## config.mk

```make
export PLATFORM = sky130hd
export DESIGN_NAME = reach_kinematic_chain_flat
export DESIGN_NICKNAME = d
export VERILOG_FILES = /design/src/sv/rkc_pkg.sv /design/src/sv/rkc_stream_if.sv /design/src/sv/rkc_cordic.sv /design/src/sv/reach_kinematic_chain.sv /design/src/flat_wrapper.sv
export SDC_FILE = /design/constraint.sdc
export NUM_CORES = 2
export LEC_CHECK = 0
export BUFFER_PORTS_ARGS = -buffer_cell sky130_fd_sc_hd__buf_2
export CAP_MARGIN = 0
export CORE_MARGIN = 2
export CORE_UTILIZATION = 53
export DETAILED_ROUTE_END_ITERATION = 10
export PLACE_DENSITY_LB_ADDON = 0.15
export SYNTH_ARGS = -nofsm -noshare
export SYNTH_HDL_FRONTEND = slang
export SYNTH_SLANG_ARGS = --single-unit
```

## constraint.sdc

```tcl
create_clock -name clk -period 8.5 [get_ports clk]
set_clock_uncertainty 0.05 [all_clocks]
set_input_delay 0 -clock clk [delete_from_list [all_inputs] [get_ports clk]]
set_output_delay 0 -clock clk [all_outputs]
set_load 0.01 [all_outputs]
```

## src/sv/rkc_pkg.sv

```systemverilog
`timescale 1ns / 1ps
// ----------------------------------------------------------------------------
// rkc_pkg
// Shared types, constants and CORDIC angle table for the reach chain block.
// ----------------------------------------------------------------------------
package rkc_pkg;

    localparam int CORDIC_STEPS   = 14;
    localparam int POINTER_OFFSET = 500;
    localparam int GAIN_Q16       = 39797;

    // Register indexes on the configuration port.
    localparam logic [1:0] REG_SEG_LEN  = 2'd0;
    localparam logic [1:0] REG_ANCHOR_X = 2'd1;
    localparam logic [1:0] REG_ANCHOR_Y = 2'd2;

    // CORDIC datapath width: 17-bit target-to-segment differences scaled by
    // 256 need 17+8 bits, plus growth through the iterations.
    localparam int CW = 30;

    typedef logic [15:0] angle_t;
    typedef logic signed [15:0] pos_t;

    function automatic logic [13:0] atan_tab(input logic [3:0] i);
        logic [13:0] r;
        begin
            case (i)
                4'd0:    r = 14'd8192;
                4'd1:    r = 14'd4836;
                4'd2:    r = 14'd2555;
                4'd3:    r = 14'd1297;
                4'd4:    r = 14'd651;
                4'd5:    r = 14'd326;
                4'd6:    r = 14'd163;
                4'd7:    r = 14'd81;
                4'd8:    r = 14'd41;
                4'd9:    r = 14'd20;
                4'd10:   r = 14'd10;
                4'd11:   r = 14'd5;
                4'd12:   r = 14'd3;
                4'd13:   r = 14'd1;
                default: r = 14'd0;
            endcase
            return r;
        end
    endfunction

    function automatic pos_t sat16(input logic signed [17:0] v);
        pos_t r;
        begin
            if (v > 18'sd32767)
                r = 16'sh7FFF;
            else if (v < -18'sd32768)
                r = 16'sh8000;
            else
                r = v[15:0];
            return r;
        end
    endfunction

    // Control between sequencer and CORDIC unit.
    typedef struct packed {
        logic   start;
        logic   vectoring;
        logic signed [16:0] dx;
        logic signed [16:0] dy;
        angle_t ang;
    } cordic_req_t;

    typedef struct packed {
        logic   done;
        angle_t ang;
        logic signed [17:0] cx;
        logic signed [17:0] sy;
    } cordic_rsp_t;

endpackage

```

## src/sv/rkc_stream_if.sv

```systemverilog
`timescale 1ns / 1ps
// ----------------------------------------------------------------------------
// rkc_in_if / rkc_out_if
// Valid/ready channels carrying pointer beats and segment result beats.
// ----------------------------------------------------------------------------
interface rkc_in_if;
    logic       valid;
    logic       ready;
    logic [9:0] pointer_x;
    logic [9:0] pointer_y;
    modport source (output valid, pointer_x, pointer_y, input ready);
    modport sink   (input valid, pointer_x, pointer_y, output ready);
endinterface

interface rkc_out_if;
    logic               valid;
    logic               ready;
    logic [5:0]         segment_index;
    logic signed [15:0] pos_x;
    logic signed [15:0] pos_y;
    logic signed [15:0] heading;
    logic               last;
    modport source (output valid, segment_index, pos_x, pos_y, heading, last,
                    input ready);
    modport sink   (input valid, segment_index, pos_x, pos_y, heading, last,
                    output ready);
endinterface

```

## src/sv/rkc_cordic.sv

```systemverilog
`timescale 1ns / 1ps
// ----------------------------------------------------------------------------
// rkc_cordic
// Shared iterative CORDIC: vectoring (atan2) or rotation (len * cos/sin),
// one micro-rotation per cycle.
// ----------------------------------------------------------------------------
module rkc_cordic
(
    input  logic                 clk,
    input  logic                 rst_n,
    input  logic [7:0]           seg_len,
    input  rkc_pkg::cordic_req_t req,
    output rkc_pkg::cordic_rsp_t rsp
);

    localparam int CW = rkc_pkg::CW;

    logic signed [CW-1:0] x_reg, x_next, y_reg, y_next;
    logic signed [17:0]   z_reg, z_next;
    logic [3:0]           step_reg, step_next;
    logic                 busy_reg, busy_next;
    logic                 vec_reg, vec_next;
    logic                 neg_reg, neg_next;
    logic                 done_reg, done_next;

    logic signed [CW-1:0] xs, ys, xr, yr;
    logic signed [17:0]   a0;
    logic signed [17:0]   t;
    logic                 dir;
    logic [25:0]          gain_prod;

    assign xs = x_reg >>> step_reg;
    assign ys = y_reg >>> step_reg;
    assign t  = {4'd0, rkc_pkg::atan_tab(step_reg)};
    assign dir = vec_reg ? ~y_reg[CW-1] : ~z_reg[17];
    assign gain_prod = 26'(seg_len) * 26'(rkc_pkg::GAIN_Q16);
    assign xr = (x_reg + CW'(128)) >>> 8;
    assign yr = (y_reg + CW'(128)) >>> 8;

    always_comb
    begin
        x_next    = x_reg;
        y_next    = y_reg;
        z_next    = z_reg;
        step_next = step_reg;
        busy_next = busy_reg;
        vec_next  = vec_reg;
        neg_next  = neg_reg;
        done_next = 1'b0;
        a0        = {{2{req.ang[15]}}, req.ang};
        if (req.start)
        begin
            busy_next = 1'b1;
            step_next = 4'd0;
            vec_next  = req.vectoring;
            neg_next  = 1'b0;
            if (req.vectoring)
            begin
                x_next = CW'(req.dx) <<< 8;
                y_next = CW'(req.dy) <<< 8;
                z_next = 18'sd0;
                if (req.dx[16])
                begin
                    x_next = -x_next;
                    y_next = -y_next;
                    z_next = 18'sd32768;
                end
                if (req.dx == '0 && req.dy == '0)
                begin
                    busy_next = 1'b0;
                    done_next = 1'b1;
                end
            end
            else
            begin
                if (a0 > 18'sd16384)
                begin
                    a0 = a0 - 18'sd32768;
                    neg_next = 1'b1;
                end
                else if (a0 < -18'sd16384)
                begin
                    a0 = a0 + 18'sd32768;
                    neg_next = 1'b1;
                end
                x_next = CW'(gain_prod[25:2]);
                y_next = '0;
                z_next = a0;
            end
        end
        else if (busy_reg)
        begin
            if (dir)
            begin
                if (vec_reg)
                begin
                    x_next = x_reg + ys;
                    y_next = y_reg - xs;
                    z_next = z_reg + t;
                end
                else
                begin
                    x_next = x_reg - ys;
                    y_next = y_reg + xs;
                    z_next = z_reg - t;
                end
            end
            else
            begin
                if (vec_reg)
                begin
                    x_next = x_reg - ys;
                    y_next = y_reg + xs;
                    z_next = z_reg - t;
                end
                else
                begin
                    x_next = x_reg + ys;
                    y_next = y_reg - xs;
                    z_next = z_reg + t;
                end
            end
            if (step_reg == 4'(rkc_pkg::CORDIC_STEPS - 1))
            begin
                busy_next = 1'b0;
                done_next = 1'b1;
            end
            else
                step_next = step_reg + 4'd1;
        end
    end

    always_ff @(posedge clk or negedge rst_n)
    begin
        if (!rst_n)
        begin
            busy_reg <= 1'b0;
            done_reg <= 1'b0;
            step_reg <= '0;
            vec_reg  <= 1'b0;
            neg_reg  <= 1'b0;
        end
        else
        begin
            busy_reg <= busy_next;
            done_reg <= done_next;
            step_reg <= step_next;
            vec_reg  <= vec_next;
            neg_reg  <= neg_next;
        end
    end

    always_ff @(posedge clk)
    begin
        x_reg <= x_next;
        y_reg <= y_next;
        z_reg <= z_next;
    end

    // Zero vector starts with z = 0, so it also reads out angle 0.
    assign rsp.done = done_reg;
    assign rsp.ang  = z_reg[15:0];
    assign rsp.cx   = neg_reg ? -18'(xr) : 18'(xr);
    assign rsp.sy   = neg_reg ? -18'(yr) : 18'(yr);

endmodule

```

## src/sv/reach_kinematic_chain.sv

```systemverilog
`timescale 1ns / 1ps
// ----------------------------------------------------------------------------
// reach_kinematic_chain
// Follow-the-pointer chain: forward reach pass, backward rebuild, result beats.
// ----------------------------------------------------------------------------
// Sequence: from an accepted pointer beat to the first result, a forward pass
//   runs over every segment, then a backward pass; result beats then follow,
//   each one waiting for ready.
// Pointer beats: a new one is accepted only in idle, after the last result
//   beat is issued, paced by the single shared 14-step CORDIC unit.
// Reset: registers to defaults, segment stores zero, last entry at the anchor;
//   an entry never written reads as its reset value through valid bits.
// ----------------------------------------------------------------------------
module reach_kinematic_chain
#(
    parameter int NUM_SEGMENTS = 16
)
(
    input  logic             clk,
    input  logic             rst_n,
    input  logic             psel,
    input  logic             penable,
    input  logic             pwrite,
    input  logic [3:0]       paddr,
    input  logic [31:0]      pwdata,
    output logic [31:0]      prdata,
    output logic             pready,
    rkc_in_if.sink           pointer,
    rkc_out_if.source        result
);

    localparam int IW = (NUM_SEGMENTS > 1) ? $clog2(NUM_SEGMENTS) : 1;
    localparam logic [IW-1:0] LAST_IDX = IW'(NUM_SEGMENTS - 1);

    typedef enum logic [6:0] {
        ST_IDLE  = 7'b0000001,
        ST_FRD   = 7'b0000010,  // read segment position
        ST_FVEC  = 7'b0000100,  // atan2 toward target
        ST_FROT  = 7'b0001000,  // step target back
        ST_BROT  = 7'b0010000,  // rebuild previous segment
        ST_ORD   = 7'b0100000,  // read result entry
        ST_OUT   = 7'b1000000   // load result beat
    } state_t;

    state_t state_reg, state_next;

    // Configuration registers.
    logic [7:0]        seg_len_reg;
    logic signed [9:0] anchor_x_reg, anchor_y_reg;
    logic              wr_en;
    logic [1:0]        wr_idx;

    assign pready = 1'b1;
    assign wr_en  = psel & penable & pwrite;
    assign wr_idx = paddr[3:2];

    always_comb
    begin
        unique case (wr_idx)
            rkc_pkg::REG_SEG_LEN:  prdata = {24'd0, seg_len_reg};
            rkc_pkg::REG_ANCHOR_X: prdata = {{22{anchor_x_reg[9]}}, anchor_x_reg};
            rkc_pkg::REG_ANCHOR_Y: prdata = {{22{anchor_y_reg[9]}}, anchor_y_reg};
            default:               prdata = 32'd0;
        endcase
    end

    always_ff @(posedge clk or negedge rst_n)
    begin
        if (!rst_n)
        begin
            seg_len_reg  <= 8'd20;
            anchor_x_reg <= '0;
            anchor_y_reg <= '0;
        end
        else if (wr_en)
        begin
            unique case (wr_idx)
                rkc_pkg::REG_SEG_LEN:  seg_len_reg  <= pwdata[7:0];
                rkc_pkg::REG_ANCHOR_X: anchor_x_reg <= pwdata[9:0];
                rkc_pkg::REG_ANCHOR_Y: anchor_y_reg <= pwdata[9:0];
                default: ;
            endcase
        end
    end

    // Segment state memory: {x, y, heading} per entry, one write port,
    // one registered read port. The last entry's position is not used on reads;
    // the anchor stands in for it.
    logic [47:0]        seg_mem [NUM_SEGMENTS];
    logic [NUM_SEGMENTS-1:0] vld_reg;
    logic               mem_we;
    logic [IW-1:0]      mem_waddr, mem_raddr;
    logic [47:0]        mem_wdata, mem_rdata_reg;
    logic               rd_vld_reg, rd_last_reg;
    logic signed [15:0] rd_x, rd_y, anc_x, anc_y;
    logic [15:0]        rd_h;

    always_ff @(posedge clk)
    begin
        if (mem_we)
            seg_mem[mem_waddr] <= mem_wdata;
        mem_rdata_reg <= seg_mem[mem_raddr];
    end

    always_ff @(posedge clk or negedge rst_n)
    begin
        if (!rst_n)
        begin
            vld_reg     <= '0;
            rd_vld_reg  <= 1'b0;
            rd_last_reg <= 1'b0;
        end
        else
        begin
            if (mem_we)
                vld_reg[mem_waddr] <= 1'b1;
            rd_vld_reg  <= vld_reg[mem_raddr];
            rd_last_reg <= (mem_raddr == LAST_IDX);
        end
    end

    assign anc_x = {anchor_x_reg, 6'd0};
    assign anc_y = {anchor_y_reg, 6'd0};
    assign rd_x = rd_last_reg ? anc_x : (rd_vld_reg ? mem_rdata_reg[47:32] : 16'sd0);
    assign rd_y = rd_last_reg ? anc_y : (rd_vld_reg ? mem_rdata_reg[31:16] : 16'sd0);
    assign rd_h = rd_vld_reg ? mem_rdata_reg[15:0] : 16'd0;

    // Shared CORDIC.
    rkc_pkg::cordic_req_t creq;
    rkc_pkg::cordic_rsp_t crsp;

    rkc_cordic u_cordic
    (
        .clk     (clk),
        .rst_n   (rst_n),
        .seg_len (seg_len_reg),
        .req     (creq),
        .rsp     (crsp)
    );

    // Working registers.
    logic [IW-1:0]      idx_reg, idx_next;
    logic signed [15:0] tx_reg, tx_next, ty_reg, ty_next;
    logic signed [15:0] px_reg, px_next, py_reg, py_next;   // position held
    logic [15:0]        h_reg, h_next;
    logic               sub_reg, sub_next;                  // heading read pending
    logic               out_v_reg, out_v_next;
    logic [5:0]         o_idx_reg, o_idx_next;
    logic signed [15:0] o_x_reg, o_x_next, o_y_reg, o_y_next, o_h_reg, o_h_next;
    logic               o_last_reg, o_last_next;
    logic signed [17:0] ptr_x, ptr_y;

    assign ptr_x = (18'(pointer.pointer_x) - 18'sd500) <<< 6;
    assign ptr_y = (18'(pointer.pointer_y) - 18'sd500) <<< 6;

    assign pointer.ready = (state_reg == ST_IDLE);

    always_comb
    begin
        state_next  = state_reg;
        idx_next    = idx_reg;
        tx_next     = tx_reg;
        ty_next     = ty_reg;
        px_next     = px_reg;
        py_next     = py_reg;
        h_next      = h_reg;
        sub_next    = sub_reg;
        out_v_next  = out_v_reg;
        o_idx_next  = o_idx_reg;
        o_x_next    = o_x_reg;
        o_y_next    = o_y_reg;
        o_h_next    = o_h_reg;
        o_last_next = o_last_reg;
        mem_we      = 1'b0;
        mem_waddr   = idx_reg;
        mem_wdata   = '0;
        mem_raddr   = idx_reg;
        creq        = '0;

        if (out_v_reg && result.ready)
            out_v_next = 1'b0;

        unique case (state_reg)
            ST_IDLE:
            begin
                if (pointer.valid)
                begin
                    tx_next    = rkc_pkg::sat16(ptr_x);
                    ty_next    = rkc_pkg::sat16(ptr_y);
                    idx_next   = '0;
                    mem_raddr  = '0;
                    state_next = ST_FRD;
                end
            end
            ST_FRD:
            begin
                // read data for idx arrives this cycle; launch atan2 on the
                // full-width difference
                px_next          = rd_x;
                py_next          = rd_y;
                creq.start       = 1'b1;
                creq.vectoring   = 1'b1;
                creq.dx          = 17'(tx_reg) - 17'(rd_x);
                creq.dy          = 17'(ty_reg) - 17'(rd_y);
                state_next       = ST_FVEC;
            end
            ST_FVEC:
            begin
                if (crsp.done)
                begin
                    h_next     = crsp.ang;
                    creq.start = 1'b1;
                    creq.ang   = crsp.ang;
                    state_next = ST_FROT;
                end
            end
            ST_FROT:
            begin
                if (crsp.done)
                begin
                    tx_next = rkc_pkg::sat16(18'(tx_reg) - crsp.cx);
                    ty_next = rkc_pkg::sat16(18'(ty_reg) - crsp.sy);
                    mem_we    = 1'b1;
                    mem_waddr = idx_reg;
                    mem_wdata = {px_reg, py_reg, h_reg};
                    if (idx_reg == LAST_IDX)
                    begin
                        // backward pass starts from the anchor
                        px_next    = anc_x;
                        py_next    = anc_y;
                        creq.start = 1'b1;
                        creq.ang   = h_reg;
                        sub_next   = 1'b0;
                        state_next = ST_BROT;
                    end
                    else
                    begin
                        idx_next   = idx_reg + IW'(1);
                        mem_raddr  = idx_reg + IW'(1);
                        state_next = ST_FRD;
                    end
                end
            end
            ST_BROT:
            begin
                // sub_reg: 0 = rotation running for heading of idx,
                // 1 = memory read for heading of idx issued last cycle
                if (sub_reg)
                begin
                    creq.start = 1'b1;
                    creq.ang   = rd_h;
                    h_next     = rd_h;
                    sub_next   = 1'b0;
                end
                else if (crsp.done)
                begin
                    px_next = rkc_pkg::sat16(18'(px_reg) + crsp.cx);
                    py_next = rkc_pkg::sat16(18'(py_reg) + crsp.sy);
                    // rewrite entry idx-1 position, keep its heading:
                    // read it first, so fold into next round
                    idx_next  = idx_reg - IW'(1);
                    mem_raddr = idx_reg - IW'(1);
                    sub_next  = 1'b1;
                    if (idx_reg == IW'(1))
                    begin
                        state_next = ST_ORD;
                    end
                end
                if (sub_reg)
                begin
                    // the read of idx (now the rebuilt entry) gives its heading
                    mem_we    = 1'b1;
                    mem_waddr = idx_reg;
                    mem_wdata = {px_reg, py_reg, rd_h};
                    if (idx_reg == '0)
                        creq.start = 1'b0;
                end
            end
            ST_ORD:
            begin
                // entry 0 read returned in this cycle: write its new position
                if (sub_reg)
                begin
                    mem_we    = 1'b1;
                    mem_waddr = idx_reg;
                    mem_wdata = {px_reg, py_reg, rd_h};
                    sub_next  = 1'b0;
                    // point idx at entry 0; a read here returns its value before this write
                    idx_next  = '0;
                end
                else if (!out_v_reg || result.ready)
                begin
                    mem_raddr  = idx_reg;
                    state_next = ST_OUT;
                end
            end
            ST_OUT:
            begin
                out_v_next  = 1'b1;
                o_idx_next  = 6'(idx_reg);
                o_x_next    = rd_x;
                o_y_next    = rd_y;
                o_h_next    = rd_h;
                o_last_next = (idx_reg == LAST_IDX);
                if (idx_reg == LAST_IDX)
                    state_next = ST_IDLE;
                else
                begin
                    idx_next   = idx_reg + IW'(1);
                    state_next = ST_ORD;
                end
            end
            default: state_next = ST_IDLE;
        endcase
    end

    always_ff @(posedge clk or negedge rst_n)
    begin
        if (!rst_n)
        begin
            state_reg <= ST_IDLE;
            idx_reg   <= '0;
            sub_reg   <= 1'b0;
            out_v_reg <= 1'b0;
        end
        else
        begin
            state_reg <= state_next;
            idx_reg   <= idx_next;
            sub_reg   <= sub_next;
            out_v_reg <= out_v_next;
        end
    end

    always_ff @(posedge clk)
    begin
        tx_reg     <= tx_next;
        ty_reg     <= ty_next;
        px_reg     <= px_next;
        py_reg     <= py_next;
        h_reg      <= h_next;
        o_idx_reg  <= o_idx_next;
        o_x_reg    <= o_x_next;
        o_y_reg    <= o_y_next;
        o_h_reg    <= o_h_next;
        o_last_reg <= o_last_next;
    end

    assign result.valid         = out_v_reg;
    assign result.segment_index = o_idx_reg;
    assign result.pos_x         = o_x_reg;
    assign result.pos_y         = o_y_reg;
    assign result.heading       = o_h_reg;
    assign result.last          = o_last_reg;

endmodule
```

## src/flat_wrapper.sv

```systemverilog
// flat-port wrapper written by rule: the top's interface ports become plain ports
module reach_kinematic_chain_flat 
#(
    parameter int NUM_SEGMENTS = 16
)
  (clk, rst_n, psel, penable, pwrite, paddr, pwdata, prdata, pready, pointer_valid, pointer_pointer_x, pointer_pointer_y, pointer_ready, result_valid, result_segment_index, result_pos_x, result_pos_y, result_heading, result_last, result_ready);
  rkc_in_if pointer_i ();
  rkc_out_if result_i ();
  input  logic clk;
  input  logic rst_n;
  input  logic psel;
  input  logic penable;
  input  logic pwrite;
  input  logic [3:0] paddr;
  input  logic [31:0] pwdata;
  output logic [31:0] prdata;
  output logic pready;
  input wire logic [$bits(pointer_i.valid)-1:0] pointer_valid;
  input wire logic [$bits(pointer_i.pointer_x)-1:0] pointer_pointer_x;
  input wire logic [$bits(pointer_i.pointer_y)-1:0] pointer_pointer_y;
  output wire logic [$bits(pointer_i.ready)-1:0] pointer_ready;
  output wire logic [$bits(result_i.valid)-1:0] result_valid;
  output wire logic [$bits(result_i.segment_index)-1:0] result_segment_index;
  output wire logic [$bits(result_i.pos_x)-1:0] result_pos_x;
  output wire logic [$bits(result_i.pos_y)-1:0] result_pos_y;
  output wire logic [$bits(result_i.heading)-1:0] result_heading;
  output wire logic [$bits(result_i.last)-1:0] result_last;
  input wire logic [$bits(result_i.ready)-1:0] result_ready;
  assign pointer_i.valid = pointer_valid;
  assign pointer_i.pointer_x = pointer_pointer_x;
  assign pointer_i.pointer_y = pointer_pointer_y;
  assign pointer_ready = pointer_i.ready;
  assign result_valid = result_i.valid;
  assign result_segment_index = result_i.segment_index;
  assign result_pos_x = result_i.pos_x;
  assign result_pos_y = result_i.pos_y;
  assign result_heading = result_i.heading;
  assign result_last = result_i.last;
  assign result_i.ready = result_ready;
  reach_kinematic_chain #(.NUM_SEGMENTS(NUM_SEGMENTS)) u_core (.clk(clk), .rst_n(rst_n), .psel(psel), .penable(penable), .pwrite(pwrite), .paddr(paddr), .pwdata(pwdata), .prdata(prdata), .pready(pready), .pointer(pointer_i), .result(result_i));
endmodule
```

# Word-level counts from Yosys, hierarchy flattened
# Memories as Yosys holds them, arrays and structs flattened. A register that Yosys moved wholly into a read port is not among the register bits.
# Cells that the tools add are included.
# totals
ff_bits	278
input_bits	63
memories	2
elab_cells	259
ram_bits	768
romBits	224
latchBits	0
output_inout_bits	90
# memory_table
name	depth	width	read_ports	rd_clocked_by_memory_dff	write_ports	line_no	source
u_core.seg_mem	16	48	1	1	1	reach_kinematic_chain.sv:89	logic [47:0] seg_mem [NUM_SEGMENTS];
(no name shown)	16	14	1	0	0	rkc_pkg.sv:27	case (i)
# classes
n_eq_ne	25
div	0
multipliers	1
order_cmp	17
n_addsub	25
reduce_logical	27
n_shift	2
muxes	127
n_bitwise	5
# op_table
op	count
$mux W16	36
$mux W30	14
$mux W18	10
$pmux W16 S3	3
$gt A18 B16 Y1 const B	6
$lt A18 B16 Y1 const B	6
$mux W48	2
$pmux W16 S2	3
$pmux W32 S3	1
$pmux W48 S2	1
$add A30 B30 Y30	2
$neg A25 Y30	2
$sshr A30 B4 Y30	2
$sub A30 B30 Y30	2
$mux W7	8
$add A26 B9 Y26 const B	2
$pmux W7 S7	1
$add A16 B18 Y18	2
$mux W4	9
$neg A18 Y18	2
$sub A16 B18 Y18	2
$mux W35	1
$logic_not A17 Y1	2
$sub A16 B16 Y17	2
other kinds (51)	108

# Logic depth before layout (Yosys ltp)
# depth
depth_word	10
mapped_depth	25
depth_no_buf	23

# Cells and area by module
# Synthesis repeated with hierarchy kept, for this count alone.
# unflattened
hier_cells	6359
area_unflattened_um2	64662.0
# by_module_without_submodules
module	seq_area_each_um2	n_inst	area_per_inst_um2	cells_per_inst
reach_kinematic_chain	29497.0	1	45705.1	3826
rkc_cordic	2542.4	1	18956.9	2533

# Least setup slack after synthesis
# OpenSTA, ideal clock, no wires.
# synth_timing
path_type	register to register
start	reg u_core.seg_len_reg[2]
end	reg u_core.u_cordic.x_reg[20] (data pin)
period_less_slack_ns	5.267
t_required_ns	8.179
path_stages_with_launch	19
n_path_buf	0
setup_time_ns	0.271
setup_slack_ns	3.233
t_arrival_ns	4.946
cell_sequence	dfstp_2 > inv_1 > fa_1 > inv_1 > fa_1 > inv_1 > fa_1 > inv_1 > fa_1 > ha_1 > a2111oi_0 > a211oi_1 > o221ai_1 > o21ai_0 > o41ai_1 > xor2_1 > nor2_1 > a211oi_1 > a21oi_1
# synth_via
elab_chain_cells	3
# synth_rtl
item	line_no	source
start, declared	reach_kinematic_chain.sv:48	logic [7:0] seg_len_reg;
start signal, assigned	reach_kinematic_chain.sv:78	rkc_pkg::REG_SEG_LEN: seg_len_reg <= pwdata[7:0];
$mul A8 B16 Y24	rkc_cordic.sv:36	assign gain_prod = 26'(seg_len) * 26'(rkc_pkg::GAIN_Q16);
$mux W30	rkc_cordic.sv:57	if (req.vectoring)
$mux W30	rkc_cordic.sv:51	if (req.start)
via u_core.u_cordic.x_next[20]	rkc_cordic.sv:18	logic signed [CW-1:0] x_reg, x_next, y_reg, y_next;
end signal, assigned	rkc_cordic.sv:155	x_reg <= x_next;
end, declared	rkc_cordic.sv:18	
# The timed path passes the listed nets, and every way through them passes these cells.
# A chain may end at the register's enable or synchronous reset.

# Final worst setup path
# layout_timing
start	reg u_core.u_cordic.y_reg[9]
end	reg u_core.ty_reg[14] (data pin)
# layout_via
elab_chain_cells	9
elab_cells_between_ends	10
classes_between	add/sub (3); order compare (2); mux (5)
# layout_rtl
item	line_no	source
start, declared	rkc_cordic.sv:18	
start signal, assigned	rkc_cordic.sv:156	y_reg <= y_next;
$add A26 B9 Y26 (*)	rkc_cordic.sv:38	assign yr = (y_reg + CW'(128)) >>> 8;
$neg A18 Y18	rkc_cordic.sv:164	assign rsp.sy = neg_reg ? -18'(yr) : 18'(yr);
$mux W18 (*)	rkc_cordic.sv:164	
$sub A16 B18 Y18 (*)	reach_kinematic_chain.sv:222	ty_next = rkc_pkg::sat16(18'(ty_reg) - crsp.sy);
$lt A18 B16 Y1	rkc_pkg.sv:53	else if (v < -18'sd32768)
$mux W16	rkc_pkg.sv:53	
$mux W16 (*)	rkc_pkg.sv:51	if (v > 18'sd32767)
$mux W16 (*)	reach_kinematic_chain.sv:219	if (crsp.done)
$pmux W16 S2 (*)	reach_kinematic_chain.sv:183	unique case (state_reg)
via u_core.ty_next[14]	reach_kinematic_chain.sv:143	logic signed [15:0] tx_reg, tx_next, ty_reg, ty_next;
end signal, assigned	reach_kinematic_chain.sv:338	ty_reg <= ty_next;
end, declared	reach_kinematic_chain.sv:143	
# Mark *: on every way through the listed nets, which the timed path passes. The rest lies on a longest branch. The select of a mux whose other input is x is not followed.

==> flow_summary.html <==
<table>
<tr><th>Metric</th><th>Value</th></tr>
<tr><th colspan="2">Pwr</th></tr>
<tr><td>Static leakage power</td><td>27.5 nW</td></tr>
<tr><td>Power density relative to cell area</td><td>444 nW/um2</td></tr>
<tr><td>Peak supply drop</td><td>323 uV</td></tr>
<tr><th colspan="2">Hold path</th></tr>
<tr><td>HP Class</td><td>in -&gt; reg</td></tr>
<tr><th colspan="2">Cells and area</th></tr>
<tr><td>Non-Filler Cell Area, Final</td><td>approximately 69000 um2</td></tr>
<tr><td>Share of cells above drive strength 1</td><td>11.8%</td></tr>
<tr><td>Utilization of the core after routing</td><td>approximately three fifths</td></tr>
<tr><td>Total number of nets in the final design</td><td>6115</td></tr>
<tr><td>Area overhead of the layout relative to synthesis</td><td>10.6%</td></tr>
<tr><td>Fillcell total</td><td>9549</td></tr>
<tr><td>Flip-flop count of the largest register, all copies and words added</td><td>768</td></tr>
<tr><th colspan="2">Detailed routing</th></tr>
<tr><td>Antenna viol nets, final</td><td>0</td></tr>
<tr><td>DRT Wirelength</td><td>approximately 180000 um</td></tr>
<tr><td>Routed WL per cell</td><td>24.9 um</td></tr>
<tr><td>DR pass1 iterations</td><td>8</td></tr>
<tr><td>Vias</td><td>45400</td></tr>
<tr><td>Remaining design rule violation count</td><td>0</td></tr>
<tr><td>Drt first-iter violations</td><td>5022</td></tr>
<tr><td>Routed via count divided by cell count</td><td>between 6 and 7</td></tr>
<tr><th colspan="2">Yosys</th></tr>
<tr><td>Count of distinct cell types in the synthesized netlist</td><td>about 100</td></tr>
<tr><td>Sequential fraction of the synthesis area</td><td>about half</td></tr>
<tr><td>Register bit total from synthesis</td><td>1094</td></tr>
<tr><td>Post-Syn Area</td><td>62800 um2</td></tr>
<tr><td>Most used DFF post-synth</td><td>edfxtp_1</td></tr>
<tr><td>Share of Yosys cell area claimed by the top area cell type</td><td>46.8%</td></tr>
<tr><td>Mean area per synthesized cell</td><td>11.2 um2</td></tr>
<tr><td>Dominant cells by area after synthesis</td><td>edfxtp_1, ha_1, mux4_2, nand2_1, o21ai_0</td></tr>
<tr><td>Post-synth EDFFs</td><td>slightly below 1000</td></tr>
<tr><td>Post-synthesis async set-or-reset flop share</td><td>6.12%</td></tr>
<tr><td>Yosys top cell by area</td><td>edfxtp_1</td></tr>
<tr><td>Warnings from Yosys</td><td>0</td></tr>
<tr><td>Cell count after synthesis</td><td>5608</td></tr>
<tr><th colspan="2">Global route</th></tr>
<tr><td>Global-route wire length before repair</td><td>272000 um</td></tr>
<tr><td>Largest net degree at the start of global routing</td><td>between 80 and 90</td></tr>
<tr><td>Aggregate global-route resource usage</td><td>between 20% and 30%</td></tr>
<tr><td>Via count of the first global-routing pass</td><td>43400</td></tr>
<tr><td>Antenna violations before repair</td><td>17</td></tr>
<tr><td>Overflow left after global routing</td><td>0</td></tr>
<tr><th colspan="2">Outcome</th></tr>
<tr><td>Outcome</td><td>finished, final reports clean</td></tr>
<tr><th colspan="2">Critical path</th></tr>
<tr><td>CP Max Fanout</td><td>13</td></tr>
<tr><td>Critical path start-end classification</td><td>reg -&gt; reg</td></tr>
<tr><td>Nature of the critical path startpoint</td><td>flop</td></tr>
<tr><td>Crit path capture type</td><td>flop</td></tr>
<tr><td>Setup slack on the worst flop-to-flop path</td><td>roughly 1.6 ns</td></tr>
<tr><td>Required time of the critical path</td><td>~8.9 ns</td></tr>
<tr><td>Data arrival at the endpoint of the critical path</td><td>7.35 ns</td></tr>
<tr><th colspan="2">STA</th></tr>
<tr><td>Shortest period the worst path allows</td><td>6.95 ns</td></tr>
<tr><td>Worst relative slew slack</td><td>19.2%</td></tr>
<tr><td>Period utilisation layout</td><td>81.7%</td></tr>
<tr><td>Setup total negative slack</td><td>0 ns</td></tr>
<tr><td>Setup Viol. Count Final</td><td>0</td></tr>
<tr><td>Unrepaired setup endpoints after global routing</td><td>false</td></tr>
<tr><td>Transition time of the tightest slew-check pin</td><td>roughly 1.2 ns</td></tr>
<tr><td>Worst hold-check slack</td><td>between 0.04 and 0.05 ns</td></tr>
<tr><td>Highest clock frequency the design can meet</td><td>0.144 GHz</td></tr>
<tr><td>Final Max Tran Viols</td><td>0</td></tr>
<tr><td>Final hold violations</td><td>0</td></tr>
<tr><th colspan="2">Placed design</th></tr>
<tr><td>Placer Congestion</td><td>0.980</td></tr>
<tr><td>Detailed-placement wirelength estimate</td><td>about 120000 um</td></tr>
<tr><td>Post-Place Cell Area</td><td>64800 um2</td></tr>
<tr><td>Total of buffers placed on input and output ports</td><td>125</td></tr>
<tr><th colspan="2">CTS</th></tr>
<tr><td>Clock Tree Root</td><td>clkbuf_16</td></tr>
<tr><td>Clock Tree Buf Depth</td><td>3</td></tr>
<tr><td>Post-CTS sizing</td><td>0</td></tr>
<tr><td>Clock insertion delay at the later pin of the skew report</td><td>0.73 ns</td></tr>
<tr><td>TritonCTS clock tree</td><td>yes</td></tr>
<tr><td>Clock Sink Count</td><td>1094</td></tr>
<tr><td>Number of buffers added by the clock tree synthesis step</td><td>116</td></tr>
<tr><td>Level count of the clock H-tree</td><td>3</td></tr>
<tr><td>Clock edge transition at the registers on the reported setup and hold paths</td><td>0.06 ns</td></tr>
<tr><th colspan="2">Floorplanning</th></tr>
<tr><td>Die span in x</td><td>between 300 and 400 um</td></tr>
<tr><td>Top-level I/O count</td><td>153</td></tr>
<tr><td>Placeable core area</td><td>118000 um2</td></tr>
<tr><td>Initial cell density of the core</td><td>53.3%</td></tr>
<tr><td>Vertical die dimension</td><td>roughly 350 um</td></tr>
<tr><td>Total die area</td><td>121000 um2</td></tr>
<tr><td>Number of rows in the core area</td><td>126</td></tr>
<tr><th colspan="2">Flow run</th></tr>
<tr><td>Max cap viols</td><td>0</td></tr>
</table>
## metal layers
metal | routed length [um] | share of wire [%] | up-vias | GRT usage, %
met1 | 76500 | 42 | 22400 | 40.8
met5 | 82 | 0.045 | - | 0
met2 | 85500 | 47 | 1783 | 48.0
met3 | 14300 | 7.8 | 342 | 4.51
met4 | 6570 | 3.6 | 12 | 10.4
li1 | - | - | 20900 | -
## final cells by class
cell class / count / area, um2 / share of cell area [%]
clock inverters: 70 / 777 / 1.12
repair buffers: 273 / 1950 / 2.81
well taps: 1536 / 1920 / 2.77
diodes: 8 / 20.0 / 0.0288
multi-input cells: 3863 / 28300 / 40.7
inverters: 337 / 1260 / 1.82
clock buffers: 151 / 3210 / 4.62
flip-flops and latches: 1094 / 32000 / 46.1
## report_power, final
part	total (mW)	internal (mW)	leakage, nW	switching, mW
clock network	5.25	3.04	1.97	2.21
registers	7.62	6.68	12.1	0.943
logic	18.0	7.10	13.5	10.9
total	30.8	16.8	27.5	14.0
## through the flow
stage	std cells	setup slack [ns]	total power [mW]
6_report	7332	1.55	30.8
5_1_grt	7329	1.00	33.0
4_1_cts	7324	1.66	30.6
3_5_place_dp	7039	2.23	25.3
3_3_place_gp	7039	2.32	25.1
2_1_floorplan	5609	3.23	20.7
## cell families after synthesis
logic type	Yosys count	synth area share (%)
AND/OR/NAND/NOR	1664	12.3
AO/OA/AOI/OAI	1228	12.8
flip-flops	1094	51.0
buffers and inverters	652	4.27
adder cells (fa/ha/maj)	367	7.91
multiplexers	329	7.84
XOR/XNOR	272	3.82
other	2	0.0120
## Yosys cell counts (41+ instances only)
cell and count:
fa_1 50, o21ai_0 336, xnor2_1 159, a22oi_1 43, inv_1 335, a211oi_1 49
edfxtp_1 979, a21o_1 48, ha_1 317, a32oi_1 54, buf_2 50, o21a_1 50
a21oi_1 252, dfrtp_1 64, dfxtp_1 48, mux4_2 122, nor2_1 293, clkbuf_1 182
and2_1 70, mux2i_1 164, nand4_1 76, nand2b_1 41, nor3_1 66, xor2_1 112
nand3_1 176, nor2b_1 48, nand2_1 722
## final timing paths
path                                               start                           to  cells past startpoint
worst min register to register         u_core.vld_reg[5]            u_core.vld_reg[5]                      1
worst max register to register  u_core.u_cordic.y_reg[9]            u_core.ty_reg[14]                     20
worst max-delay path            u_core.u_cordic.y_reg[9]            u_core.ty_reg[14]                     20
max in group asynchronous                          rst_n  u_core.u_cordic.step_reg[1]                      4
min in group asynchronous                          rst_n            u_core.idx_reg[0]                      4
worst min-delay path                           pwdata[7]       u_core.anchor_x_reg[7]                      3
## worst max-delay path: stages, from the launching register on
cell and delay, ns:
edfxtp_1 0.67, nand3_2 0.28, nor2_1 0.33, mux2_2 0.37, o22ai_1 0.19, nand4_1 0.26, a21oi_1 0.21, a22oi_1 0.12
xnor2_1 0.44, inv_1 0.09, ha_1 0.37, o21ai_0 0.12, nor2_1 0.06, o221a_2 0.30, o311ai_0 0.39, a21oi_1 0.18
o311a_1 0.34, o21ai_1 0.94, a21oi_1 0.10, a211o_1 0.31, dlygate4sd3_1 0.55
## placed cells by master, fill, tap and decap left out, types with 124 or more instances in the layout
master	n
edfxtp_1	979
nand2_1	717
inv_1	334
o21ai_0	334
ha_1	317
nor2_1	290
a21oi_1	252
nand3_1	175
mux2i_1	163
xnor2_1	159
buf_2	124
## repair_timing
item,in CTS,in global routing
hold buffers,64,0
endpoints found under the hold margin,160,0
buffers inserted,0,0
No activity file was read; power rests on OpenSTA's default activity.
